## src/rtl/pli_pkg.sv

```systemverilog
// ----------------------------------------------------------------------------
// pli_pkg: shared types and codes of the piecewise linear interpolator
// Holds the request and result payloads, the command and status codes,
// the controller states and the controller/datapath command and status.
// ----------------------------------------------------------------------------
package pli_pkg;

    localparam logic [1:0] CMD_CLEAR = 2'd0;
    localparam logic [1:0] CMD_ADD   = 2'd1;
    localparam logic [1:0] CMD_EVAL  = 2'd2;
    // Unused command; it is answered with a zero value and status ok.
    localparam logic [1:0] CMD_RSVD  = 2'd3;

    localparam logic [2:0] ST_OK    = 3'd0;
    localparam logic [2:0] ST_RANGE = 3'd1;
    localparam logic [2:0] ST_DUP   = 3'd2;
    localparam logic [2:0] ST_FULL  = 3'd3;
    localparam logic [2:0] ST_EMPTY = 3'd4;

    localparam int DIV_STEPS = 32;
    localparam int DCNT_W    = $clog2(DIV_STEPS);

    typedef struct packed {
        logic [1:0]         cmd;
        logic signed [31:0] node_x;
        logic signed [31:0] node_y;
        logic signed [31:0] query_x;
    } pli_in_t;

    typedef struct packed {
        logic signed [31:0] value;
        logic [2:0]         status;
    } pli_out_t;

    typedef enum logic [3:0] {
        S_IDLE,
        S_DISPATCH,
        S_ADD_SCAN,
        S_ADD_SHIFT,
        S_ADD_WRITE,
        S_EVAL_SCAN,
        S_DIFF,
        S_MUL,
        S_DIV_LOAD,
        S_DIV,
        S_FIN,
        S_DONE
    } pli_state_t;

    typedef enum logic [2:0] {
        IDX_HOLD,
        IDX_ZERO,
        IDX_INC,
        IDX_DEC,
        IDX_LAST
    } pli_idx_op_t;

    typedef enum logic [1:0] {
        RSEL_ZERO,
        RSEL_Y0,
        RSEL_INTERP
    } pli_rsel_t;

    typedef struct packed {
        logic        load_in;
        pli_idx_op_t idx_op;
        logic        cap_pos;
        logic        cnt_clr;
        logic        cnt_inc;
        logic        wr_shift;
        logic        wr_new;
        logic        cap_lo;
        logic        cap_hi;
        logic        diff_en;
        logic        mul_en;
        logic        div_init;
        logic        div_step;
        logic        res_load;
        pli_rsel_t   res_sel;
        logic [2:0]  res_status;
        logic        out_load;
    } pli_ctrl_t;

    typedef struct packed {
        logic [1:0] cmd;
        logic       idx_at_count;
        logic       idx_at_pos;
        logic       idx_zero;
        logic       count_zero;
        logic       count_full;
        logic       key_eq_x;
        logic       key_gt_x;
        logic       key_gt_q;
        logic       x0_eq_q;
        logic       div_last;
    } pli_stat_t;

endpackage

```

## src/rtl/pli_datapath.sv

```systemverilog
// ----------------------------------------------------------------------------
// pli_datapath: node memories, scan index, arithmetic and result registers
// Executes the controller's commands; one memory read per cycle, a single
// 32x32 multiplier and a one-bit-per-cycle restoring divider.
// ----------------------------------------------------------------------------
module pli_datapath #(
    parameter int MAX_NODES = 16
) (
    input  logic               aclk,
    input  logic               aresetn,
    input  pli_pkg::pli_in_t   in_payload,
    input  pli_pkg::pli_ctrl_t ctrl,
    output pli_pkg::pli_stat_t stat,
    output pli_pkg::pli_out_t  out_payload
);

    localparam int CW = $clog2(MAX_NODES + 1);
    localparam int AW = $clog2(MAX_NODES);

    pli_pkg::pli_in_t   in_reg;
    logic [CW-1:0]      count_reg;
    logic [CW-1:0]      idx_reg, idx_next;
    logic [CW-1:0]      pos_reg;
    logic signed [31:0] keys [MAX_NODES];
    logic signed [31:0] vals [MAX_NODES];
    logic signed [31:0] rd_key_reg, rd_val_reg;
    logic signed [31:0] x0_reg, y0_reg, x1_reg, y1_reg;
    logic [31:0]        mag_reg, dq_reg, dx_reg;
    logic               neg_reg;
    logic [63:0]        prod_reg;
    logic [31:0]        rem_reg, quo_reg;
    logic [pli_pkg::DCNT_W-1:0] dcnt_reg;
    pli_pkg::pli_out_t  res_reg, out_reg;

    logic [AW-1:0]      rd_addr, wr_addr;
    logic [CW-1:0]      wr_addr_full;
    logic signed [31:0] wr_key, wr_val;
    logic               wr_en;
    logic [32:0]        dy_w, dy_neg_w, dq_w, dx_w;
    logic [32:0]        trial_w, diff_w;
    logic               ge_w;
    logic [31:0]        interp_w;
    logic signed [31:0] res_value_w;

    always_comb begin
        case (ctrl.idx_op)
            pli_pkg::IDX_HOLD: idx_next = idx_reg;
            pli_pkg::IDX_ZERO: idx_next = '0;
            pli_pkg::IDX_INC:  idx_next = idx_reg + CW'(1);
            pli_pkg::IDX_DEC:  idx_next = idx_reg - CW'(1);
            pli_pkg::IDX_LAST: idx_next = count_reg - CW'(1);
            default:           idx_next = idx_reg;
        endcase
    end

    assign rd_addr      = idx_next[AW-1:0];
    assign wr_addr_full = ctrl.wr_shift ? idx_reg + CW'(1) : pos_reg;
    assign wr_addr      = wr_addr_full[AW-1:0];
    assign wr_en        = ctrl.wr_shift | ctrl.wr_new;
    assign wr_key       = ctrl.wr_shift ? rd_key_reg : in_reg.node_x;
    assign wr_val       = ctrl.wr_shift ? rd_val_reg : in_reg.node_y;

    // The read port follows the next index, so the read data always
    // belongs to the current index.
    always_ff @(posedge aclk) begin
        if (wr_en) begin
            keys[wr_addr] <= wr_key;
            vals[wr_addr] <= wr_val;
        end
        rd_key_reg <= keys[rd_addr];
        rd_val_reg <= vals[rd_addr];
    end

    always_ff @(posedge aclk) begin
        if (!aresetn) begin
            count_reg <= '0;
            idx_reg   <= '0;
        end else begin
            idx_reg <= idx_next;
            if (ctrl.cnt_clr) begin
                count_reg <= '0;
            end else if (ctrl.cnt_inc) begin
                count_reg <= count_reg + CW'(1);
            end
        end
    end

    assign dy_w     = {y1_reg[31], y1_reg} - {y0_reg[31], y0_reg};
    assign dy_neg_w = -dy_w;
    assign dq_w     = {in_reg.query_x[31], in_reg.query_x} - {x0_reg[31], x0_reg};
    assign dx_w     = {x1_reg[31], x1_reg} - {x0_reg[31], x0_reg};

    assign trial_w = {rem_reg, quo_reg[31]};
    assign diff_w  = trial_w - {1'b0, dx_reg};
    assign ge_w    = trial_w >= {1'b0, dx_reg};

    assign interp_w = neg_reg ? y0_reg - quo_reg : y0_reg + quo_reg;

    always_comb begin
        case (ctrl.res_sel)
            pli_pkg::RSEL_ZERO:   res_value_w = '0;
            pli_pkg::RSEL_Y0:     res_value_w = y0_reg;
            pli_pkg::RSEL_INTERP: res_value_w = interp_w;
            default:              res_value_w = '0;
        endcase
    end

    always_ff @(posedge aclk) begin
        if (ctrl.load_in) begin
            in_reg <= in_payload;
        end
        if (ctrl.cap_pos) begin
            pos_reg <= idx_reg;
        end
        if (ctrl.cap_lo) begin
            x0_reg <= rd_key_reg;
            y0_reg <= rd_val_reg;
        end
        if (ctrl.cap_hi) begin
            x1_reg <= rd_key_reg;
            y1_reg <= rd_val_reg;
        end
        if (ctrl.diff_en) begin
            neg_reg <= dy_w[32];
            mag_reg <= dy_w[32] ? dy_neg_w[31:0] : dy_w[31:0];
            dq_reg  <= dq_w[31:0];
            dx_reg  <= dx_w[31:0];
        end
        if (ctrl.mul_en) begin
            prod_reg <= 64'(mag_reg) * 64'(dq_reg);
        end
        if (ctrl.div_init) begin
            rem_reg  <= prod_reg[63:32];
            quo_reg  <= prod_reg[31:0];
            dcnt_reg <= '0;
        end else if (ctrl.div_step) begin
            rem_reg  <= ge_w ? diff_w[31:0] : trial_w[31:0];
            quo_reg  <= {quo_reg[30:0], ge_w};
            dcnt_reg <= dcnt_reg + pli_pkg::DCNT_W'(1);
        end
        if (ctrl.res_load) begin
            res_reg.value  <= res_value_w;
            res_reg.status <= ctrl.res_status;
        end
        if (ctrl.out_load) begin
            out_reg <= res_reg;
        end
    end

    assign out_payload = out_reg;

    assign stat.cmd          = in_reg.cmd;
    assign stat.idx_at_count = idx_reg == count_reg;
    assign stat.idx_at_pos   = idx_reg == pos_reg;
    assign stat.idx_zero     = idx_reg == '0;
    assign stat.count_zero   = count_reg == '0;
    assign stat.count_full   = count_reg == CW'(MAX_NODES);
    assign stat.key_eq_x     = rd_key_reg == in_reg.node_x;
    assign stat.key_gt_x     = rd_key_reg > in_reg.node_x;
    assign stat.key_gt_q     = rd_key_reg > in_reg.query_x;
    assign stat.x0_eq_q      = x0_reg == in_reg.query_x;
    assign stat.div_last     = dcnt_reg == pli_pkg::DCNT_W'(pli_pkg::DIV_STEPS - 1);

endmodule

```

## config.mk

```make
export PLATFORM = sky130hd
export DESIGN_NAME = pli_datapath
export DESIGN_NICKNAME = d
export VERILOG_FILES = /design/src/rtl/pli_pkg.sv /design/src/rtl/pli_datapath.sv
export SDC_FILE = /design/constraint.sdc
export NUM_CORES = 2
export LEC_CHECK = 0
export BUFFER_PORTS_ARGS = -buffer_cell sky130_fd_sc_hd__buf_2
export CAP_MARGIN = 20
export CORE_MARGIN = 3
export CORE_UTILIZATION = 40
export CTS_CLUSTER_SIZE = 10
export DETAILED_ROUTE_END_ITERATION = 8
export MAX_ROUTING_LAYER = met4
export SLEW_MARGIN = 20
export SYNTH_ARGS = -nofsm -noshare
export SYNTH_HDL_FRONTEND = slang
export SYNTH_SLANG_ARGS = --single-unit
```

## constraint.sdc

```tcl
create_clock -name aclk -period 10.2 [get_ports aclk]
set_input_delay 0.51 -clock aclk [delete_from_list [all_inputs] [get_ports aclk]]
set_output_delay 0.51 -clock aclk [all_outputs]
set_load 0.02 [all_outputs]
```

==> results_dict.tcl <==
set metrics [dict create \
    routedWlPerCell_um 21.64 \
    syn-num-nets 10659 \
    clock.fmax_mhz 107.4 \
    postCtsSetupBuffers 0 \
    syn2layout_area_growth_pct 11.01 \
    mostFrequentLayoutCell "edfxtp_1" \
    dp_hpwl_um 195700 \
    drv_cap 0 \
    ys_async_sr_fraction_pct 0 \
    r2r_slack_ps 890 \
    status "finished, final reports clean" \
    synth_largest_area_cell "edfxtp_1" \
    cts.sinks 1629 \
    yosys_warnings 0 \
    die_area_um2 269000 \
    whs_path_depth 1 \
    vias_per_cell 5.312 \
    syn-cell-area_um2 105100 \
    grt_setup_unrepaired "false" \
    place_ws_ps 871.2 \
    crit-reg2reg-launch "mag_reg[17]" \
    drtIter0Drc 4983 \
    synth_top_flop_cell "edfxtp_1" \
    ys_ff_latch 1629 \
    ctsHtreeMaxLevel 4 \
    cp_slowest_stage_delay_ps 960 \
    fill_cells 23863 \
    drive_above_1_share_pct 7.473 \
    hold_viol 0 \
    synthDistinctLibCells 95 \
    vias 68635 \
    cp_num_buf_inv 4 \
    port_buffers 168 \
    numCtsBuffers 188 \
    drc 0 \
    die_w_um 518.7 \
    coreArea_um2 260600 \
    critPathKind "register to register" \
    cp.arrival_ps 9870 \
    antenna_found_initial 10 \
    pin_count 169 \
    worstHoldStart "ctrl[12]" \
    finClkSkew_ps 67.87 \
    path_delay_family "adder cells" \
    fin_crit_sh_pct 91.32 \
    fin_ws_ps 885.0 \
    grt_pass1_vias 70620 \
    tightestPinTransition_ps 1168 \
    core.rowCount 187 \
    grt_pass1_wl_um 431300 \
    hold_class "input port to register" \
    start_kind "register" \
    fin_setup_tns_ps 0 \
    hold_end "x0_reg[23]" \
    final_antenna_net_count 0 \
    yosysSeqAreaShare_pct 45.77 \
    mostFrequentLayoutCells "edfxtp_1, nand2_1, inv_1, fa_1, and2_1" \
    cts_root_buffer "clkbuf_16" \
    grt_overflow 0 \
    cpMostUsedCell "fa_1" \
    multi_input_area_um2 51220 \
    cts_buffer_depth 3 \
    cp.required_ps 10760 \
    grt_max_degree 210 \
    synth_top_cell_area_share_pct 44.27 \
    syn_avg_cell_area_um2 11.50 \
    grt_usage_pct 21.29 \
    ctsResizeCount 0 \
    synth_cells 9141 \
    clkTransAtPathRegs_ps 60 \
    min_period_ps 9315 \
    ys_top_cells_by_area "edfxtp_1, fa_1, ha_1" \
    relSlewSlack_pct 21.45 \
    cpMaxStageDelayCell "edfxtp_1" \
    dr.pass1.iters 6 \
    end_kind "register" \
    die_y_um 518.7 \
    crit_fanout 24 \
    slew_violations 0 \
    place_congestion 0.9229 \
    rr_worst_depth 25 \
    cts_tree "built" \
    drt-total-wl_um 279600 \
    initial_core_util_pct 40.34 \
    finalSetupViolCount 0 \
    timing.rr.end "prod_reg[62]" \
    clk-insertion-delay-late_ps 850 \
    synth_edf_count 1550 \
    seq_area_um2 48130 \
    layout.nets 10798 \
]
## worst max-delay path by stage
stage                startpoint            to  cells after the start
global route        mag_reg[17]  prod_reg[62]                     25
floorplan             dq_reg[2]  prod_reg[57]                     25
finish              mag_reg[17]  prod_reg[62]                     25
detailed placement  mag_reg[17]  prod_reg[62]                     25
CTS                 mag_reg[17]  prod_reg[62]                     25
global placement    mag_reg[17]  prod_reg[62]                     25
## stage by stage
| step | std cells | hold WS, ps | cell area [um^2] | util (%) |
|---|---|---|---|---|
| after detailed placement | 12475 | 404.5 | 110000 | 42.20 |
| final | 12920 | 72.36 | 116700 | 44.78 |
| after floorplan | 9141 | 400.3 | 105100 | - |
| after global placement | 12474 | 403.3 | 110000 | 42.19 |
| after CTS | 12913 | 0.9249 | 116700 | 44.76 |
| after global routing | 12918 | 26.56 | 116700 | 44.78 |
## logic make-up (layout without fill, tap and decap cells)
group / count (synthesis) / in the layout / synth area share (%)
AOI/OAI and AO/OA: 1559 / 1559 / 9.995
xor gates and xnor gates: 267 / 267 / 2.231
adders and majority gates: 1396 / 1396 / 23.05
buffers and inverters: 1578 / 1857 / 5.695
DFF: 1629 / 1629 / 45.77
muxes: 95 / 95 / 1.007
other: 0 / 4 / 0
and+or+nand+nor: 2617 / 2617 / 12.25
## synth_stat cells (49+ instances only)
cell,count
a21oi_1,384
a21o_1,133
a31oi_1,165
a311oi_1,134
a211oi_1,347
inv_1,1077
mux2_2,82
nand2_1,1154
dfxtp_1,79
xnor2_1,180
o21ai_0,170
clkbuf_1,442
fa_1,901
and2_1,875
nor2_1,252
ha_1,495
nor3_1,50
nor2b_1,49
xor2_1,86
nand3_1,52
edfxtp_1,1550
## cell type report
cell class                      instances  share of cell area (%)
Tap cell                             3496                   3.748
Inverter                             1077                   3.464
Clock buffer                          302                   4.460
Sequential cell                      1629                   41.23
Antenna cell                            4                0.008576
Multi-Input combinational cell       5934                   43.89
Timing Repair Buffer                  450                   2.866
Clock inverter                         28                  0.3334
## layer usage
layer	GRT usage (%)	part of all wire, %
met1	27.50	43
met4	6.021	2.9
met2	35.40	49
met5	-	0
met3	2.585	4.9
## what timing repair did
item	4_1_cts	5_1_grt
hold buffers	108	0
endpoints found under the setup margin	0	0
hold endpoints to repair	132	0
Power is not shown: default switching activity piles up to over one toggle a cycle in this logic, so the estimate is an artifact.
