`config.mk`:
```
export PLATFORM = sky130hd
export DESIGN_NAME = pli_ctrl
export DESIGN_NICKNAME = d
export VERILOG_FILES = /design/src/rtl/pli_pkg.sv /design/src/rtl/pli_ctrl.sv
export SDC_FILE = /design/constraint.sdc
export NUM_CORES = 1
export LEC_CHECK = 0
export ABC_AREA = 1
export BUFFER_PORTS_ARGS = -buffer_cell sky130_fd_sc_hd__buf_4
export CAP_MARGIN = 5
export CORE_MARGIN = 4
export CORE_UTILIZATION = 41
export DETAILED_ROUTE_END_ITERATION = 7
export PLACE_DENSITY = 0.85
export SLEW_MARGIN = 10
export SYNTH_ARGS = -nofsm -noshare
export SYNTH_HDL_FRONTEND = slang
export SYNTH_SLANG_ARGS = --single-unit
```
`constraint.sdc`:
```
create_clock -name aclk -period 1.3 [get_ports aclk]
set_clock_uncertainty 0.15 [all_clocks]
set_input_delay 0.13 -clock aclk [delete_from_list [all_inputs] [get_ports aclk]]
set_output_delay 0.13 -clock aclk [all_outputs]
set_load 0.005 [all_outputs]
```
`src/rtl/pli_pkg.sv`:
```
// ----------------------------------------------------------------------------
// pli_pkg: shared types and codes of the piecewise linear interpolator
// Holds the request and result payloads, the command and status codes,
// the controller states and the controller/datapath command and status.
// ----------------------------------------------------------------------------
package pli_pkg;

    localparam logic [1:0] CMD_CLEAR = 2'd0;
    localparam logic [1:0] CMD_ADD   = 2'd1;
    localparam logic [1:0] CMD_EVAL  = 2'd2;
    // Unused command; it is answered with a zero value and status ok.
    localparam logic [1:0] CMD_RSVD  = 2'd3;

    localparam logic [2:0] ST_OK    = 3'd0;
    localparam logic [2:0] ST_RANGE = 3'd1;
    localparam logic [2:0] ST_DUP   = 3'd2;
    localparam logic [2:0] ST_FULL  = 3'd3;
    localparam logic [2:0] ST_EMPTY = 3'd4;

    localparam int DIV_STEPS = 32;
    localparam int DCNT_W    = $clog2(DIV_STEPS);

    typedef struct packed {
        logic [1:0]         cmd;
        logic signed [31:0] node_x;
        logic signed [31:0] node_y;
        logic signed [31:0] query_x;
    } pli_in_t;

    typedef struct packed {
        logic signed [31:0] value;
        logic [2:0]         status;
    } pli_out_t;

    typedef enum logic [3:0] {
        S_IDLE,
        S_DISPATCH,
        S_ADD_SCAN,
        S_ADD_SHIFT,
        S_ADD_WRITE,
        S_EVAL_SCAN,
        S_DIFF,
        S_MUL,
        S_DIV_LOAD,
        S_DIV,
        S_FIN,
        S_DONE
    } pli_state_t;

    typedef enum logic [2:0] {
        IDX_HOLD,
        IDX_ZERO,
        IDX_INC,
        IDX_DEC,
        IDX_LAST
    } pli_idx_op_t;

    typedef enum logic [1:0] {
        RSEL_ZERO,
        RSEL_Y0,
        RSEL_INTERP
    } pli_rsel_t;

    typedef struct packed {
        logic        load_in;
        pli_idx_op_t idx_op;
        logic        cap_pos;
        logic        cnt_clr;
        logic        cnt_inc;
        logic        wr_shift;
        logic        wr_new;
        logic        cap_lo;
        logic        cap_hi;
        logic        diff_en;
        logic        mul_en;
        logic        div_init;
        logic        div_step;
        logic        res_load;
        pli_rsel_t   res_sel;
        logic [2:0]  res_status;
        logic        out_load;
    } pli_ctrl_t;

    typedef struct packed {
        logic [1:0] cmd;
        logic       idx_at_count;
        logic       idx_at_pos;
        logic       idx_zero;
        logic       count_zero;
        logic       count_full;
        logic       key_eq_x;
        logic       key_gt_x;
        logic       key_gt_q;
        logic       x0_eq_q;
        logic       div_last;
    } pli_stat_t;

endpackage

```
`src/rtl/pli_ctrl.sv`:
```
// ----------------------------------------------------------------------------
// pli_ctrl: sequencing state machine of the piecewise linear interpolator
// Walks each request through table scan, insertion shift or the
// interpolation arithmetic, and owns both channel handshakes.
// ----------------------------------------------------------------------------
module pli_ctrl (
    input  logic               aclk,
    input  logic               aresetn,
    input  logic               s_valid,
    output logic               s_ready,
    output logic               m_valid,
    input  logic               m_ready,
    input  pli_pkg::pli_stat_t stat,
    output pli_pkg::pli_ctrl_t ctrl
);

    pli_pkg::pli_state_t state_reg, state_next;
    logic                m_valid_reg, m_valid_next;

    always_ff @(posedge aclk) begin
        if (!aresetn) begin
            state_reg   <= pli_pkg::S_IDLE;
            m_valid_reg <= 1'b0;
        end else begin
            state_reg   <= state_next;
            m_valid_reg <= m_valid_next;
        end
    end

    assign m_valid = m_valid_reg;
    assign s_ready = state_reg == pli_pkg::S_IDLE;

    always_comb begin
        state_next      = state_reg;
        m_valid_next    = m_valid_reg & ~m_ready;
        ctrl            = '0;
        ctrl.idx_op     = pli_pkg::IDX_HOLD;
        ctrl.res_sel    = pli_pkg::RSEL_ZERO;
        ctrl.res_status = pli_pkg::ST_OK;

        case (state_reg)
            pli_pkg::S_IDLE: begin
                if (s_valid) begin
                    ctrl.load_in = 1'b1;
                    ctrl.idx_op  = pli_pkg::IDX_ZERO;
                    state_next   = pli_pkg::S_DISPATCH;
                end
            end
            pli_pkg::S_DISPATCH: begin
                ctrl.res_load = 1'b1;
                case (stat.cmd)
                    pli_pkg::CMD_CLEAR: begin
                        ctrl.cnt_clr = 1'b1;
                        state_next   = pli_pkg::S_DONE;
                    end
                    pli_pkg::CMD_ADD: begin
                        state_next = pli_pkg::S_ADD_SCAN;
                    end
                    pli_pkg::CMD_EVAL: begin
                        if (stat.count_zero) begin
                            ctrl.res_status = pli_pkg::ST_EMPTY;
                            state_next      = pli_pkg::S_DONE;
                        end else begin
                            state_next = pli_pkg::S_EVAL_SCAN;
                        end
                    end
                    default: begin
                        state_next = pli_pkg::S_DONE;
                    end
                endcase
            end
            pli_pkg::S_ADD_SCAN: begin
                if (!stat.idx_at_count && stat.key_eq_x) begin
                    ctrl.res_load   = 1'b1;
                    ctrl.res_status = pli_pkg::ST_DUP;
                    state_next      = pli_pkg::S_DONE;
                end else if (stat.idx_at_count || stat.key_gt_x) begin
                    // Keys are sorted, so nothing past here can match.
                    if (stat.count_full) begin
                        ctrl.res_load   = 1'b1;
                        ctrl.res_status = pli_pkg::ST_FULL;
                        state_next      = pli_pkg::S_DONE;
                    end else begin
                        ctrl.cap_pos = 1'b1;
                        if (stat.idx_at_count) begin
                            state_next = pli_pkg::S_ADD_WRITE;
                        end else begin
                            ctrl.idx_op = pli_pkg::IDX_LAST;
                            state_next  = pli_pkg::S_ADD_SHIFT;
                        end
                    end
                end else begin
                    ctrl.idx_op = pli_pkg::IDX_INC;
                end
            end
            pli_pkg::S_ADD_SHIFT: begin
                ctrl.wr_shift = 1'b1;
                if (stat.idx_at_pos) begin
                    state_next = pli_pkg::S_ADD_WRITE;
                end else begin
                    ctrl.idx_op = pli_pkg::IDX_DEC;
                end
            end
            pli_pkg::S_ADD_WRITE: begin
                ctrl.wr_new   = 1'b1;
                ctrl.cnt_inc  = 1'b1;
                ctrl.res_load = 1'b1;
                state_next    = pli_pkg::S_DONE;
            end
            pli_pkg::S_EVAL_SCAN: begin
                if (stat.idx_at_count) begin
                    ctrl.res_load = 1'b1;
                    if (stat.x0_eq_q) begin
                        ctrl.res_sel = pli_pkg::RSEL_Y0;
                    end else begin
                        ctrl.res_status = pli_pkg::ST_RANGE;
                    end
                    state_next = pli_pkg::S_DONE;
                end else if (stat.key_gt_q) begin
                    if (stat.idx_zero) begin
                        ctrl.res_load   = 1'b1;
                        ctrl.res_status = pli_pkg::ST_RANGE;
                        state_next      = pli_pkg::S_DONE;
                    end else begin
                        ctrl.cap_hi = 1'b1;
                        state_next  = pli_pkg::S_DIFF;
                    end
                end else begin
                    ctrl.cap_lo = 1'b1;
                    ctrl.idx_op = pli_pkg::IDX_INC;
                end
            end
            pli_pkg::S_DIFF: begin
                ctrl.diff_en = 1'b1;
                state_next   = pli_pkg::S_MUL;
            end
            pli_pkg::S_MUL: begin
                ctrl.mul_en = 1'b1;
                state_next  = pli_pkg::S_DIV_LOAD;
            end
            pli_pkg::S_DIV_LOAD: begin
                ctrl.div_init = 1'b1;
                state_next    = pli_pkg::S_DIV;
            end
            pli_pkg::S_DIV: begin
                ctrl.div_step = 1'b1;
                if (stat.div_last) begin
                    state_next = pli_pkg::S_FIN;
                end
            end
            pli_pkg::S_FIN: begin
                ctrl.res_load = 1'b1;
                ctrl.res_sel  = pli_pkg::RSEL_INTERP;
                state_next    = pli_pkg::S_DONE;
            end
            pli_pkg::S_DONE: begin
                if (!m_valid_reg || m_ready) begin
                    ctrl.out_load = 1'b1;
                    m_valid_next  = 1'b1;
                    state_next    = pli_pkg::S_IDLE;
                end
            end
            default: begin
                state_next = pli_pkg::S_IDLE;
            end
        endcase
    end

endmodule

```
==> impl_metrics.py <==
metrics = {
    "sta": {
        "timing.final.ws_setup_ps": -564,
        "tns_ps": -10560,
        "finalCriticalPeriod_ps": 1860,
        "hold_violations": 0,
        "timing.final.crit_share": 1.43,
        "slew_viol_final": 0,
        "final-setup-viol-count": 28,
        "slew_headroom": 0.695,
        "max_freq_ghz": 0.536,
        "hold_ws_ps": 80.7,
        "rsz0062_at_grt": "true",
        "worst_pin_slew_ps": 456,
    },
    "routing": {
        "ant_nets": 0,
        "wl_per_cell_microns": 22.9,
        "drt_iter0_drc": 125,
        "drt-total-wl_mm": 5.83,
        "drtPass1Iterations": 7,
        "via_per_inst": 6.25,
        "vias": 1594,
        "drt_drc_violations_left": 0,
    },
    "worst_setup_path": {
        "cp_slowest_cell": "nor2_1",
        "crit_type": "flop to output pin",
        "cpMostUsedCell": "buf_4",
        "worstPathArrival_ps": 1580,
        "critical_path_required_ps": 1020,
        "cp_slowest_stage_delay_ps": 360,
        "r2r-start": "state_reg[1]",
        "r2r-end": "state_reg[3]",
        "path_depth": 6,
        "reg2reg_depth": 9,
        "cp.buffers_inverters": 4,
        "cp_max_fo": 4,
        "cp-end-kind": "output pin",
        "crit_chain": "inv_4, nand2_4, buf_4, nor2_1, buf_4, buf_4",
        "crit_path_start_kind": "flop",
        "crit_family": "buffers and inverters",
        "critical_path.startpoint": "state_reg[3]",
        "endpoint": "ctrl[10]",
        "r2r_slack_ps": -510,
    },
    "power_and_ir_drop": {
        "cellInternalPower_uw": 1580,
        "clkPwrFrac": 0.060,
        "switching_share": 0.528,
        "p_leak_uw": 0.000953,
        "p_switching_uw": 1760,
        "p_seq_frac": 0.099,
        "power.density_nw_per_um2": 1950,
        "vdd_drop_max_mv": 1.40,
        "p_comb_frac": 0.841,
    },
    "clock_tree": {
        "max-clock-path-buffers": 2,
        "clock_latency_ps": 250,
        "clock-sinks": 5,
        "cts_tree": "built",
        "path_clk_slew_ps": 60,
        "cts_hold_buf": 0,
        "htree_levels": 1,
        "numCtsBuffers": 3,
        "cts_root_buf": "clkbuf_4",
    },
    "placement": {
        "routabilityCongestion": 0.915,
        "io_buffers": 39,
        "place_hpwl_mm": 2.32,
    },
    "floorplan": {
        "fp.dieH_microns": 52.2,
        "core_sq_um": 1780,
        "io_pins": 40,
        "dieWidth_microns": 52.2,
        "start_util": 0.450,
        "die_area_sq_um": 2730,
        "rows": 15,
    },
    "logic_synthesis": {
        "yosys.area.top_type": "nand2_1",
        "synth_warnings": 0,
        "synth_edf_count": 0,
        "synth.top_cell.area_share": 0.145,
        "async_flop_share": 0,
        "synth_area_sq_um": 802,
        "yosysMostFrequentCell": "nand2_1",
        "syn_nets": 164,
        "synth_area_leaders": "nand2_1, inv_1, dfxtp_1, nor2_1, nor2_4",
        "ys_seq_area_frac": 0.125,
        "ys_ff_latch": 5,
        "yosysUniqueCellTypes": 22,
        "synthCells": 145,
        "ys.flop_type": "dfxtp_1",
        "synth_commonest_cells": "nand2_1, inv_1, nor2_1",
        "syn_area_per_cell_sq_um": 5.53,
    },
    "global_routing": {
        "grt_max_degree": 6,
        "overflow": 0,
        "antenna_found_initial": 0,
        "grt_usage": 0.321,
        "grt_pass1_vias": 1337,
        "grt_pass1_wl_mm": 6.35,
    },
    "outcome": {
        "status": "finished, violations left",
        "violations": "setup timing",
    },
    "job": {
        "drv_cap": 0,
    },
    "finish": {
        "largest_reg_flops": 4,
        "final_core_util": 0.959,
        "drive_above_1_share": 0.635,
        "final_nets": 250,
        "antenna_cells": 0,
        "area_delta_synth_final_pct": 113,
    },
    "min_path": {
        "hp-class": "input pin to flop",
    },
}
==> area by class of cell <==
cell class | count | area, sq um
inverters | 33 | 134
repair buffers | 82 | 661
flip-flops and latches | 5 | 113
well taps | 25 | 31.3
multi-input cells | 106 | 746
clock buffers | 4 | 26.3
fillers | 40 | 72.6
==> worst min-delay path: cells and delay by family <==
kind,cells,cell delay (ps)
buffers and inverters,2,190
AO/OA/AOI/OAI,1,130
==> logic make-up (layout without fill, tap and decap cells) <==
kind of cell             count (synthesis)  count (layout)  share of synthesized area
AND/OR/NAND/NOR                         90              90                      0.574
buffers and inverters                   34             119                      0.164
AO/OA/AOI/OAI                           13              13                     0.0905
flip-flops                               5               5                      0.125
adder cells (fa/ha/maj)                  3               3                     0.0468
==> worst min-delay path by stage <==
| stage | endpoint | cells past startpoint | from | slack [ps] |
|---|---|---|---|---|
| final | state_reg[0] | 3 | aresetn | 80 |
| after global routing | m_valid | 3 | aresetn | 100 |
| after CTS | state_reg[1] | 3 | aresetn | 30 |
| after detailed placement | state_reg[1] | 3 | aresetn | 280 |
| after global placement | state_reg[1] | 3 | aresetn | 270 |
| after floorplan | ctrl[20] | 1 | stat[5] | 130 |
==> per-layer routing <==
metal  GRT usage  up-vias  wire (microns)
met5           0        -               0
met4       0.183        0             584
met3      0.0684       85             786
li1            -      613               -
met1       0.334      693            1840
met2       0.586      203            2620
==> per-stage QoR <==
step,area (sq um),power (uW),cells,setup slack [ps]
floorplan,828,1200,145,-22.5
global placement,1300,1900,229,-147
detailed placement,1300,1940,229,-207
CTS,1560,2540,249,-353
global route,1710,3490,255,-707
finish,1710,3340,255,-564
==> power groups by stage <==
stage               logic [uW]  clock network [uW]  registers (uW)
floorplan                  920                   0             283
global placement          1620                   0             278
global route              2940                 212             332
CTS                       2050                 182             301
detailed placement        1660                   0             282
finish                    2810                 202             331
==> repair_timing <==
item / 4_1_cts / 5_1_grt
pin swaps: 14 / 11
endpoints found under the setup margin: 27 / 28
resized for setup: 33 / 33
setup buffers: 16 / 6
==> layout by cell type (no fill, tap or decap), types with 3 or more instances in the layout <==
master,synthesis,layout
inv_2,3,3
clkbuf_4,0,3
nand2_1,31,23
nor2_4,5,11
inv_1,30,26
nand2_2,7,7
buf_6,0,12
nand3_2,2,4
ha_1,3,3
nand4_1,3,3
nor2_1,25,14
a21oi_2,0,5
nand2_4,1,9
dfxtp_4,0,3
buf_4,1,70
a21oi_1,9,4
nand3_1,8,6
nor2_2,2,7
inv_4,0,4
Power figures use the tool's default switching activity.
